`src/design/bflc_pkg.sv`:
```
// ----------------------------------------------------------------------------
// Bit set with lazy flip: shared package
// Types, opcodes and size constants used by the bit set modules.
// ----------------------------------------------------------------------------
package bflc_pkg;

	// Default sizes of the set and of one storage word.
	localparam int MAX_BITS_DEF  = 1024;
	localparam int WORD_BITS_DEF = 32;

	// Field widths fixed by the command and result formats.
	localparam int IDX_W = 10;
	localparam int CNT_W = 11;

	// Size of the set after reset, before any clamp to the store size.
	localparam int BIT_COUNT_RESET = 1024;

	// Width of the byte address on the configuration port.
	localparam int ADDR_W = 3;

	// Command opcodes.
	typedef enum logic [1:0] {
		OP_SET   = 2'd0,
		OP_CLEAR = 2'd1,
		OP_FLIP  = 2'd2,
		OP_QUERY = 2'd3
	} opcode_t;

	// Register indexes on the configuration port.
	typedef enum logic [0:0] {
		REG_BIT_COUNT = 1'b0,
		REG_UNUSED    = 1'b1
	} reg_idx_t;

	// One command.
	typedef struct packed {
		opcode_t          opcode;
		logic [IDX_W-1:0] bit_index;
	} cmd_t;

	// One result.
	typedef struct packed {
		logic [CNT_W-1:0] ones_count;
		logic             all_ones;
		logic             any_one;
		logic             index_error;
	} result_t;

endpackage

```
`src/design/bflc_word_mem.sv`:
```
// ----------------------------------------------------------------------------
// Bit set word store
// Single-clock memory with one write port and one registered read port.
// A read and a write of the same word in one cycle return the old word.
// ----------------------------------------------------------------------------
module bflc_word_mem #(
	parameter int DEPTH = 32,
	parameter int WIDTH = 32,
	parameter int AW    = 5
) (
	input  logic             clk,
	input  logic             we,
	input  logic [AW-1:0]    waddr,
	input  logic [WIDTH-1:0] wdata,
	input  logic             re,
	input  logic [AW-1:0]    raddr,
	output logic [WIDTH-1:0] rdata
);

	logic [WIDTH-1:0] mem [DEPTH];
	logic [WIDTH-1:0] rdata_q;

	// Write port.
	always_ff @(posedge clk) begin
		if (we) begin
			mem[waddr] <= wdata;
		end
	end

	// Registered read port.
	always_ff @(posedge clk) begin
		if (re) begin
			rdata_q <= mem[raddr];
		end
	end

	assign rdata = rdata_q;

endmodule

```
`src/design/bflc_clear_seq.sv`:
```
// ----------------------------------------------------------------------------
// Bit set clearing sequencer
// Walks the word store one address per cycle after reset and after every
// restart request, so that the store can be written with zeros.
// ----------------------------------------------------------------------------
module bflc_clear_seq #(
	parameter int DEPTH = 32,
	parameter int AW    = 5
) (
	input  logic          clk,
	input  logic          arst_n,
	input  logic          restart,
	output logic          active,
	output logic [AW-1:0] addr
);

	logic          active_q;
	logic [AW-1:0] cnt_q;
	logic          last;

	assign last = (cnt_q == AW'(DEPTH - 1));

	// Address counter; a restart begins the pass again from the first word.
	always_ff @(posedge clk or negedge arst_n) begin
		if (!arst_n) begin
			active_q <= 1'b1;
			cnt_q    <= '0;
		end else if (restart) begin
			active_q <= 1'b1;
			cnt_q    <= '0;
		end else if (active_q) begin
			if (last) begin
				active_q <= 1'b0;
				cnt_q    <= '0;
			end else begin
				cnt_q <= cnt_q + AW'(1);
			end
		end
	end

	assign active = active_q;
	assign addr   = cnt_q;

endmodule

```
`src/design/bitset_lazy_flip_counter.sv`:
```
// ----------------------------------------------------------------------------
// Bit set with lazy flip and ones counter
// Set, clear, flip-all and query on a bit set held in a word memory, with an
// invert flag and a running count of logical ones.
//
//   Channel   Signals                                   Direction  Flow
//   command   start, busy, cmd (opcode, bit_index)      in         start & !busy
//   result    done, result (count and flags)            out        one cycle strobe
//   config    psel, penable, pwrite, paddr, pwdata,     in/out     APB, no wait
//             prdata, pready
//
// A command is accepted in any cycle where busy is low, one per cycle.
// Its result is registered in stage 1 and then in the result registers, where it
// is driven with done; nothing can stall it on the way.
// The word memory is read when the command is accepted and written back in the
// cycle after; a write to the word just read is forwarded to the next command.
// After reset and after every write of bit_count, busy stays high while the
// store (MAX_BITS/WORD_BITS words, rounded up) is cleared one word a cycle.
// The receiver of results cannot stall the block.
// ----------------------------------------------------------------------------
module bitset_lazy_flip_counter #(
	parameter int MAX_BITS  = bflc_pkg::MAX_BITS_DEF,
	parameter int WORD_BITS = bflc_pkg::WORD_BITS_DEF
) (
	input  logic                         clk,
	input  logic                         arst_n,
	// Command channel
	input  logic                         start,
	output logic                         busy,
	input  bflc_pkg::cmd_t               cmd,
	// Result channel
	output logic                         done,
	output bflc_pkg::result_t            result,
	// Configuration port
	input  logic                         psel,
	input  logic                         penable,
	input  logic                         pwrite,
	input  logic [bflc_pkg::ADDR_W-1:0]  paddr,
	input  logic [31:0]                  pwdata,
	output logic [31:0]                  prdata,
	output logic                         pready
);

	// WORD_BITS is a power of two.
	localparam int WORD_COUNT = (MAX_BITS + WORD_BITS - 1) / WORD_BITS;
	localparam int AW         = (WORD_COUNT > 1) ? $clog2(WORD_COUNT) : 1;
	localparam int BW         = $clog2(WORD_BITS);
	localparam int IDX_W      = bflc_pkg::IDX_W;
	localparam int CNT_W      = bflc_pkg::CNT_W;
	localparam int CNT_LIMIT  = (1 << CNT_W) - 1;
	localparam int CNT_MAX    = (MAX_BITS > CNT_LIMIT) ? CNT_LIMIT : MAX_BITS;
	localparam int CNT_RST    = (bflc_pkg::BIT_COUNT_RESET > CNT_MAX) ?
	                            CNT_MAX : bflc_pkg::BIT_COUNT_RESET;

	// Configuration state and the set's scalar state.
	logic [CNT_W-1:0]     bit_count_q;
	logic [CNT_W-1:0]     ones_q;
	logic                 invert_q;

	// Command in the read-modify-write stage.
	logic                 valid_s1;
	bflc_pkg::opcode_t    op_s1;
	logic [IDX_W-1:0]     idx_s1;

	// Last word written, kept for forwarding.
	logic                 fwd_valid_q;
	logic [AW-1:0]        fwd_addr_q;
	logic [WORD_BITS-1:0] fwd_data_q;

	// Result registers.
	logic                 done_q;
	bflc_pkg::result_t    result_q;

	logic                 accept;
	logic                 cfg_write;
	logic [CNT_W-1:0]     wr_raw;
	logic [CNT_W-1:0]     wr_count;
	logic                 clr_active;
	logic [AW-1:0]        clr_addr;

	logic [AW+IDX_W-1:0]  rd_word_wide;
	logic [AW+IDX_W-1:0]  s1_word_wide;
	logic [AW-1:0]        rd_addr;
	logic [AW-1:0]        addr_s1;
	logic [BW-1:0]        bit_s1;
	logic [WORD_BITS-1:0] mem_rdata;
	logic [WORD_BITS-1:0] word_s1;
	logic                 is_setclr;
	logic                 idx_err;
	logic                 logical;
	logic                 target;
	logic                 change;
	logic [CNT_W-1:0]     ones_next;
	logic [WORD_BITS-1:0] upd_data;

	logic                 mem_we;
	logic [AW-1:0]        mem_waddr;
	logic [WORD_BITS-1:0] mem_wdata;

	assign accept    = start && !busy;
	assign cfg_write = psel && penable && pwrite && pready &&
	                   (bflc_pkg::reg_idx_t'(paddr[2]) == bflc_pkg::REG_BIT_COUNT);

	// Clamp a written size into 1..CNT_MAX, the smaller of MAX_BITS and 2047.
	assign wr_raw = pwdata[CNT_W-1:0];
	always_comb begin
		if (wr_raw == '0) begin
			wr_count = CNT_W'(1);
		end else if (32'(wr_raw) > CNT_MAX) begin
			wr_count = CNT_W'(CNT_MAX);
		end else begin
			wr_count = wr_raw;
		end
	end

	// Configuration port: no wait states, reads return the size register, or zero at the unused address.
	assign pready = 1'b1;
	assign prdata = (bflc_pkg::reg_idx_t'(paddr[2]) == bflc_pkg::REG_BIT_COUNT) ?
	                {{(32-CNT_W){1'b0}}, bit_count_q} : '0;

	// Word address and bit position of the command at accept and in stage 1.
	assign rd_word_wide = {{AW{1'b0}}, cmd.bit_index} >> BW;
	assign rd_addr      = rd_word_wide[AW-1:0];
	assign s1_word_wide = {{AW{1'b0}}, idx_s1} >> BW;
	assign addr_s1      = s1_word_wide[AW-1:0];
	assign bit_s1       = idx_s1[BW-1:0];

	// Stored word, taking the previous write when it hit the same word.
	assign word_s1 = (fwd_valid_q && (fwd_addr_q == addr_s1)) ? fwd_data_q : mem_rdata;

	// Set or clear decision and the new ones count.
	always_comb begin
		is_setclr = (op_s1 == bflc_pkg::OP_SET) || (op_s1 == bflc_pkg::OP_CLEAR);
		idx_err   = is_setclr && ({1'b0, idx_s1} >= bit_count_q);
		logical   = word_s1[bit_s1] ^ invert_q;
		target    = (op_s1 == bflc_pkg::OP_SET);
		change    = is_setclr && !idx_err && (logical != target);
		upd_data  = word_s1 ^ (WORD_BITS'(1) << bit_s1);
		if (change) begin
			ones_next = target ? (ones_q + CNT_W'(1)) : (ones_q - CNT_W'(1));
		end else if (op_s1 == bflc_pkg::OP_FLIP) begin
			ones_next = bit_count_q - ones_q;
		end else begin
			ones_next = ones_q;
		end
	end

	// Memory write: the clearing pass owns the port while it runs.
	always_comb begin
		if (clr_active) begin
			mem_we    = 1'b1;
			mem_waddr = clr_addr;
			mem_wdata = '0;
		end else begin
			mem_we    = valid_s1 && change;
			mem_waddr = addr_s1;
			mem_wdata = upd_data;
		end
	end

	bflc_word_mem #(
		.DEPTH(WORD_COUNT),
		.WIDTH(WORD_BITS),
		.AW   (AW)
	) u_mem (
		.clk  (clk),
		.we   (mem_we),
		.waddr(mem_waddr),
		.wdata(mem_wdata),
		.re   (accept),
		.raddr(rd_addr),
		.rdata(mem_rdata)
	);

	bflc_clear_seq #(
		.DEPTH(WORD_COUNT),
		.AW   (AW)
	) u_clear (
		.clk    (clk),
		.arst_n (arst_n),
		.restart(cfg_write),
		.active (clr_active),
		.addr   (clr_addr)
	);

	assign busy = clr_active;

	// Size register, invert flag and ones count.
	always_ff @(posedge clk or negedge arst_n) begin
		if (!arst_n) begin
			bit_count_q <= CNT_W'(CNT_RST);
			ones_q      <= '0;
			invert_q    <= 1'b0;
		end else if (cfg_write) begin
			bit_count_q <= wr_count;
			ones_q      <= '0;
			invert_q    <= 1'b0;
		end else if (valid_s1) begin
			ones_q <= ones_next;
			if (op_s1 == bflc_pkg::OP_FLIP) begin
				invert_q <= !invert_q;
			end
		end
	end

	// Stage 1 control, the forwarding entry and the result strobe.
	always_ff @(posedge clk or negedge arst_n) begin
		if (!arst_n) begin
			valid_s1    <= 1'b0;
			fwd_valid_q <= 1'b0;
			done_q      <= 1'b0;
		end else begin
			valid_s1    <= accept;
			fwd_valid_q <= !clr_active && valid_s1 && change;
			done_q      <= valid_s1;
		end
	end

	// Stage 1 payload, forwarded word and result payload.
	always_ff @(posedge clk) begin
		if (accept) begin
			op_s1  <= cmd.opcode;
			idx_s1 <= cmd.bit_index;
		end
		fwd_addr_q <= addr_s1;
		fwd_data_q <= upd_data;
		if (valid_s1) begin
			result_q.ones_count  <= ones_next;
			result_q.all_ones    <= (ones_next == bit_count_q);
			result_q.any_one     <= (ones_next != '0);
			result_q.index_error <= idx_err;
		end
	end

	assign done   = done_q;
	assign result = result_q;

	// Every accepted command gives exactly one result.
	a_done_follows: assert property (@(posedge clk) disable iff (!arst_n)
		accept |=> ##1 done)
		else $error("accepted command produced no result");

	a_done_has_cmd: assert property (@(posedge clk) disable iff (!arst_n)
		done |-> $past(accept, 2))
		else $error("result without an accepted command");

	// The ones count never exceeds the size of the set.
	a_ones_bound: assert property (@(posedge clk) disable iff (!arst_n)
		ones_q <= bit_count_q)
		else $error("ones count above bit count");

	// A command write-back never happens while the store is being cleared.
	a_no_update_in_clear: assert property (@(posedge clk) disable iff (!arst_n)
		clr_active |-> !(valid_s1 && change))
		else $error("update write during clearing pass");

endmodule

```
`config.mk`:
```
export PLATFORM = sky130hd
export DESIGN_NAME = bitset_lazy_flip_counter
export DESIGN_NICKNAME = d
export VERILOG_FILES = /design/src/design/bflc_pkg.sv /design/src/design/bflc_word_mem.sv /design/src/design/bflc_clear_seq.sv /design/src/design/bitset_lazy_flip_counter.sv
export SDC_FILE = /design/constraint.sdc
export NUM_CORES = 1
export LEC_CHECK = 0
export ABC_AREA = 1
export BUFFER_PORTS_ARGS = -buffer_cell sky130_fd_sc_hd__buf_2
export CAP_MARGIN = 20
export CELL_PAD_IN_SITES_DETAIL_PLACEMENT = 1
export CELL_PAD_IN_SITES_GLOBAL_PLACEMENT = 1
export CORE_MARGIN = 2
export CORE_UTILIZATION = 45
export DETAILED_ROUTE_END_ITERATION = 10
export PLACE_DENSITY_LB_ADDON = 0.1
export SYNTH_ARGS = -nofsm -noshare
export SYNTH_HDL_FRONTEND = slang
export SYNTH_SLANG_ARGS = --single-unit
```
`constraint.sdc`:
```
create_clock -name clk -period 4.5 [get_ports clk]
set_input_delay 0.9 -clock clk [delete_from_list [all_inputs] [get_ports clk]]
set_output_delay 0.9 -clock clk [all_outputs]
set_load 0.05 [all_outputs]
```
# Yosys cells after proc, flatten, opt, wreduce, memory -nomap -nowiden
# Memory sizes are Yosys's and may differ from the RTL's. A register that Yosys moved wholly into a read port is not among the register bits.
# Index checks and enable logic that the tools add are counted.
dict set report classes {
  n_addsub 4
  n_lt_le_gt_ge 3
  n_eq_ne 6
  shift 1
  mux 25
  bitwise_logic 3
  reduce_logical 22
}
# cell n
set ops {}
lappend ops {{$mux W11} 8}
lappend ops {{$mux W32} 2}
lappend ops {{$shl A1 B5 Y32 const A} 1}
lappend ops {{$xor A32 B32 Y32} 1}
lappend ops {{$mux W5} 4}
lappend ops {{$add A11 B1 Y11 const B} 1}
lappend ops {{$eq A11 B11 Y1} 1}
lappend ops {{$ge A10 B11 Y1} 1}
lappend ops {{$gt A11 B11 Y1 const B} 1}
lappend ops {{$logic_and A1 B1 Y1} 11}
lappend ops {{$logic_not A11 Y1} 1}
lappend ops {{$reduce_bool A11 Y1} 1}
lappend ops {{$sub A11 B1 Y11 const B} 1}
lappend ops {{$sub A11 B11 Y11} 1}
lappend ops {{$mux W1} 10}
lappend ops {{$lt A5 B6 Y1 const B} 1}
lappend ops {{$reduce_bool A2 Y1} 3}
lappend ops {{$add A5 B1 Y5 const B} 1}
lappend ops {{$bmux W1 S5} 1}
lappend ops {{$eq A5 B5 Y1} 1}
lappend ops {{$eq A5 B5 Y1 const B} 1}
lappend ops {{$logic_not A1 Y1} 3}
lappend ops {{$eq A2 B1 Y1 const B} 1}
lappend ops {{$eq A2 B2 Y1 const B} 1}
lappend ops {{other kinds (6)} 6}
dict set report totals {
  ff_bits 95
  ram_bits 1024
  inputBits 53
  output_inout_bits 49
  n_memories 1
}
# memory words word_bits read_ports rd_clocked_by_memory_dff wr line_no
set mem_list {}
lappend mem_list {u_mem.mem 32 32 1 1 1 bflc_word_mem.sv:20} ;# logic [WIDTH-1:0] mem [DEPTH];

# Logic depth before layout (Yosys ltp)
dict set report logic_depth {
  ltp_word 12
  mapped_depth 25
}

# Hierarchy
# From an unflattened synthesis, not the netlist that was laid out.
dict set report hier_totals {
  hier_cells 4456
  hier_area_um2 49237.2
}
# module instances cells_each area_each_um2
set by_module_without_submodules {}
lappend by_module_without_submodules {bflc_word_mem 1 3536 42726.0}
lappend by_module_without_submodules {bitset_lazy_flip_counter 1 885 6213.5}
lappend by_module_without_submodules {bflc_clear_seq 1 35 297.8}

# Worst setup path after synthesis
# OpenSTA, ideal clock, no wires.
dict set report synth_timing {
  path_kind {register to register}
  start {register bit_count_q[8]}
  end {memory u_mem.mem[0][0] (enable)}
  setup_ns 0.421
  t_arrival_ns 3.722
  slack_ns 0.357
  stages_incl_launch_ff 14
  path_buffers 1
  period_less_slack_ns 4.143
  path_cell_list {dfrtp_1 inv_1 ha_1 a21oi_1 nor3_1 a21oi_1 nand3_1 a41o_1 nor2_1 clkbuf_1 nand4_1 nand2_2 nand3_2 nor2_1}
}
dict set report synth_via {
  elab_chain_len 9
}
# item line_no
set synth_rtl {}
lappend synth_rtl {{start: declaration} bitset_lazy_flip_counter.sv:56} ;# logic [CNT_W-1:0] bit_count_q;
lappend synth_rtl {{start signal: assignment} bitset_lazy_flip_counter.sv:191} ;# bit_count_q <= CNT_W'(CNT_RST);
lappend synth_rtl {{start signal: assignment} bitset_lazy_flip_counter.sv:195} ;# bit_count_q <= wr_count;
lappend synth_rtl {{$ge A10 B11 Y1} bitset_lazy_flip_counter.sv:134} ;# idx_err = is_setclr && ({1'b0, idx_s1} >= bit_count_q);
lappend synth_rtl {{$logic_and A1 B1 Y1} bitset_lazy_flip_counter.sv:134}
lappend synth_rtl {{$logic_not A1 Y1} bitset_lazy_flip_counter.sv:137} ;# change = is_setclr && !idx_err && (logical != target);
lappend synth_rtl {{$logic_and A1 B1 Y1 (2 in series)} bitset_lazy_flip_counter.sv:137}
lappend synth_rtl {{$logic_and A1 B1 Y1} bitset_lazy_flip_counter.sv:155} ;# mem_we = valid_s1 && change;
lappend synth_rtl {{$mux W1} bitset_lazy_flip_counter.sv:150} ;# if (clr_active) begin
lappend synth_rtl {{$mux W1} bflc_word_mem.sv:25} ;# if (we) begin
lappend synth_rtl {{$mux W1 (implied by the code)} bflc_word_mem.sv:26} ;# mem[waddr] <= wdata;
lappend synth_rtl {{end: declaration} bflc_word_mem.sv:20}
# No other way between the ends.

# Final worst setup path
dict set report layout_timing {
  start {register idx_s1[9]}
  end {memory u_mem.mem[21][22] (enable)}
}
dict set report layout_via {
  elab_chain_len 12
  word_cells_on_any_way 17
  classes_between {1 x order compare; 2 x eq/ne; 7 x mux; 1 x bitwise; 6 x reduce/logical}
}
# item line_no
set layout_rtl {}
lappend layout_rtl {{start: declaration} bitset_lazy_flip_counter.sv:63} ;# logic [IDX_W-1:0] idx_s1;
lappend layout_rtl {{start signal: assignment} bitset_lazy_flip_counter.sv:223} ;# idx_s1 <= cmd.bit_index;
lappend layout_rtl {{$eq A5 B5 Y1} bitset_lazy_flip_counter.sv:129} ;# assign word_s1 = (fwd_valid_q && (fwd_addr_q == addr_s1)) ? fwd_data_q : mem_rdata;
lappend layout_rtl {{$logic_and A1 B1 Y1} bitset_lazy_flip_counter.sv:129}
lappend layout_rtl {{$mux W32} bitset_lazy_flip_counter.sv:129}
lappend layout_rtl {{$bmux W1 S5} bitset_lazy_flip_counter.sv:135} ;# logical = word_s1[bit_s1] ^ invert_q;
lappend layout_rtl {{$mux W1 (implied by the code)} bitset_lazy_flip_counter.sv:135}
lappend layout_rtl {{$xor A1 B1 Y1} bitset_lazy_flip_counter.sv:135}
lappend layout_rtl {{$ne A1 B1 Y1} bitset_lazy_flip_counter.sv:137}
lappend layout_rtl {{$logic_and A1 B1 Y1} bitset_lazy_flip_counter.sv:137}
lappend layout_rtl {{$logic_and A1 B1 Y1} bitset_lazy_flip_counter.sv:155}
lappend layout_rtl {{$mux W1} bitset_lazy_flip_counter.sv:150}
lappend layout_rtl {{$mux W1} bflc_word_mem.sv:25}
lappend layout_rtl {{$mux W1 (implied by the code)} bflc_word_mem.sv:26}
# Several ways; a longest one is shown, not always the timed one. The select of a mux whose other input is x is not followed.

==> run summary <==
Avg Inst Size Synth = 12.5 sq um
Comb pwr share = 22.1%
Critical path launch point type = flop
Antenna-violating nets left = 0
Latest clock arrival within the worst-skew pair = 720 ps
Max-Cap Viols = 0
CTS tree = built
Hpwl dp = 85600 um
DR vias = 32082
Number of core rows = 118
Core area = 104000 sq um
Fin crit share = 88.1%
Synth cell count leaders = 1082 x edfxtp_1, 733 x nor2_1, 576 x o21ai_0
R2R depth = 20
Final hold violation count = 0
Synth top area share = 69.1%
Die height = 327 um
Critical path fanouts, max = 32
Hold Path Class = in -> async
Cells after DPL = 5094
DR iter-0 viols = 2901
Final WL = 148000 um
Vias in the first global route = 33204
Grt ovf = 0
Critical path arrival = 4340 ps
Share of post-route cells with drive strength above 1 = 12.0%
Vias/cell = 6.02
Area grow syn2layout = 15.5%
DR pass1 iterations = 5
Slowest cell on crit path = edfxtp_1
Status = finished clean
Fillers = 10419
Setup bufs post-CTS = 0
Synth Instances = 3750
Clk slew on worst S/H paths = 70 ps
Synth cell types = 40
Net Sw Frac = 31.2%
Crit path buf inv count = 4
Power density cells = 591 nW/um^2
Flop pwr share = 46.7%
Final Max Slew Viols = 0
Largest buffer count on any clock path = 3
Clock skew = 23.5 ps
YS warnings = 0
Final Hold Slack = 288 ps
Initial core utilization = 45.4%
GRT Total Usage = 27.6%
Root Buffer = clkbuf_16
Post_cts resized = 0
Post-place setup slack = 569 ps
GP Congestion = 0.865
Area leader, netlist = edfxtp_1
Non-Filler Instances = 5328
H-tree depth = 3
Endpoints failing setup = 0
Clock Power Share = 31.3%
Largest net degree at the start of global routing = 109
CP Depth = 20
Core Util, Final = 52.4%
Final worst path period need = 3970 ps
Register area share after synthesis = 72.4%
Int Pwr = 0.0221 W
Crit path kind = reg -> reg
Cell family with most CP delay = simple AND/OR/NAND/NOR gates
Ranking of synthesized cells by area = edfxtp_1 69%, o21ai_0 6.1%, nor2_1 5.8%
DRC = 0
Mapped cell area = 47000 sq um
PnR worst setup slack = 533 ps
Final nets = 3932
Worst Tran Pin Value = 955 ps
Die W = 327 um
Initial antenna violation count = 0
Number of synthesized register bits = 1151
Critical-path cell list = nand2_1, nand2_1, nor2_4, nand3_4, buf_4, nand2_1, nand2_1, o21ai_0, inv_1, nand2_1, nand3_1, nand3_1, nand2_1, nand2_2, nand4_1, nand2_2, nand3_2, buf_4, nor2_4, buf_12
Routed length per instance = 27.9 um
Hold buffers post-CTS = 0
Synth Flop Type = edfxtp_1
RSZ-0062 raised after global routing = false
Setup TNS = 0 ps
EDFF count, synth = 1082
Most numerous cell on the critical path = nand2_1
Clk sinks = 1151
Maximum VDD drop = 353 uV
First-pass GRT wire length = 219000 um
Dominant cell by count in the synthesized netlist = edfxtp_1
F_max = 252 MHz
Required time of the critical path = 4870 ps
Slew margin rel. = 36.3%
Die area = 107000 sq um
CTS Buf Count = 119
I/O Buffers = 56
Sw Pwr = 0.0100 W
Num ports = 102
Leak = 18.5 nW
CP peak stage delay = 480 ps
Setup crit end kind = flop
Synth async-reset ratio = 2.78%
==> flip-flops by register name, summed over array words and instances, names as in the netlist, 2 cells and up <==
name          cells
u_mem.rdata      32
op_s1             2
idx_s1           10
u_mem.mem      1024
fwd_data_q       32
bit_count_q      11
fwd_addr_q        5
ones_q           11
result           14
u_clear.addr      5
==> cell type report <==
| class | count | area [sq um] | area share, % |
|---|---|---|---|
| multi-input cells | 2211 | 11700 | 21.6 |
| clock buffers | 144 | 3190 | 5.86 |
| diodes | 1 | 2.50 | 0.00461 |
| clock inverters | 78 | 764 | 1.41 |
| well taps | 1380 | 1730 | 3.18 |
| flip-flops and latches | 1151 | 34000 | 62.6 |
| repair buffers | 222 | 2350 | 4.33 |
| inverters | 141 | 549 | 1.01 |
==> final timing paths <==
path,startpoint,to,slack [ps]
min in group clk,cmd[11],op_s1[1],370
max reg2reg,idx_s1[9],u_mem.mem[21][22],530
max,idx_s1[9],u_mem.mem[21][22],530
max in group asynchronous,arst_n,valid_s1,3670
min,arst_n,ones_q[2],290
min reg2reg,idx_s1[5],fwd_addr_q[0],470
==> cells by family (layout without fill, tap and decap cells) <==
family / after synthesis / after routing / synth area share, %
adders and majority gates: 33 / 33 / 0.910
buffers and inverters: 408 / 585 / 3.50
AOI/OAI and AO/OA: 950 / 950 / 12.3
xor gates and xnor gates: 51 / 51 / 0.950
DFF: 1151 / 1151 / 72.4
other: 2 / 23 / 0.0160
and+or+nand+nor: 1155 / 1155 / 9.99
==> cells in the final DEF (no fill, tap or decap), types with 37 or more instances in the layout <==
cell type  count
dfxtp_1       37
nand3_1      137
o21ai_0      576
o22ai_1       69
buf_2         53
clkbuf_16    122
edfxtp_1    1082
o221ai_1     202
buf_12        57
nor2_1       687
buf_4         99
nand2_1      226
inv_1        131
==> routing by layer <==
metal / global-route usage [%] / vias to the layer above / part of all wire [%]
li1: - / 14054 / -
met1: 37.9 / 16756 / 43
met2: 46.0 / 1016 / 49
met3: 3.36 / 256 / 5.5
met4: 9.16 / 0 / 3.3
met5: 0 / - / 0
==> worst reg2reg max path: cells and delay by family (launching register included) <==
kind / cells / cell delay (ps)
flip-flops: 1 / 480
AND/OR/NAND/NOR: 15 / 2070
buffers and inverters: 4 / 870
AO/OA/AOI/OAI: 1 / 150
==> power groups by stage <==
stage | Combinational (W) | Sequential (W) | Clock [W]
floorplan | 0.00357 | 0.0151 | 0
global placement | 0.00668 | 0.0151 | 0
detailed placement | 0.00697 | 0.0152 | 0
CTS | 0.00700 | 0.0150 | 0.0102
global route | 0.00762 | 0.0151 | 0.0105
finish | 0.00708 | 0.0150 | 0.0100
==> stage by stage <==
step           cell area [sq um]  total power [W]
5_1_grt                    54300           0.0333
3_3_place_gp               50200           0.0218
6_report                   54300           0.0321
3_5_place_dp               50200           0.0222
4_1_cts                    54100           0.0322
2_1_floorplan              47100           0.0187
(Power assumes the default switching activity.)
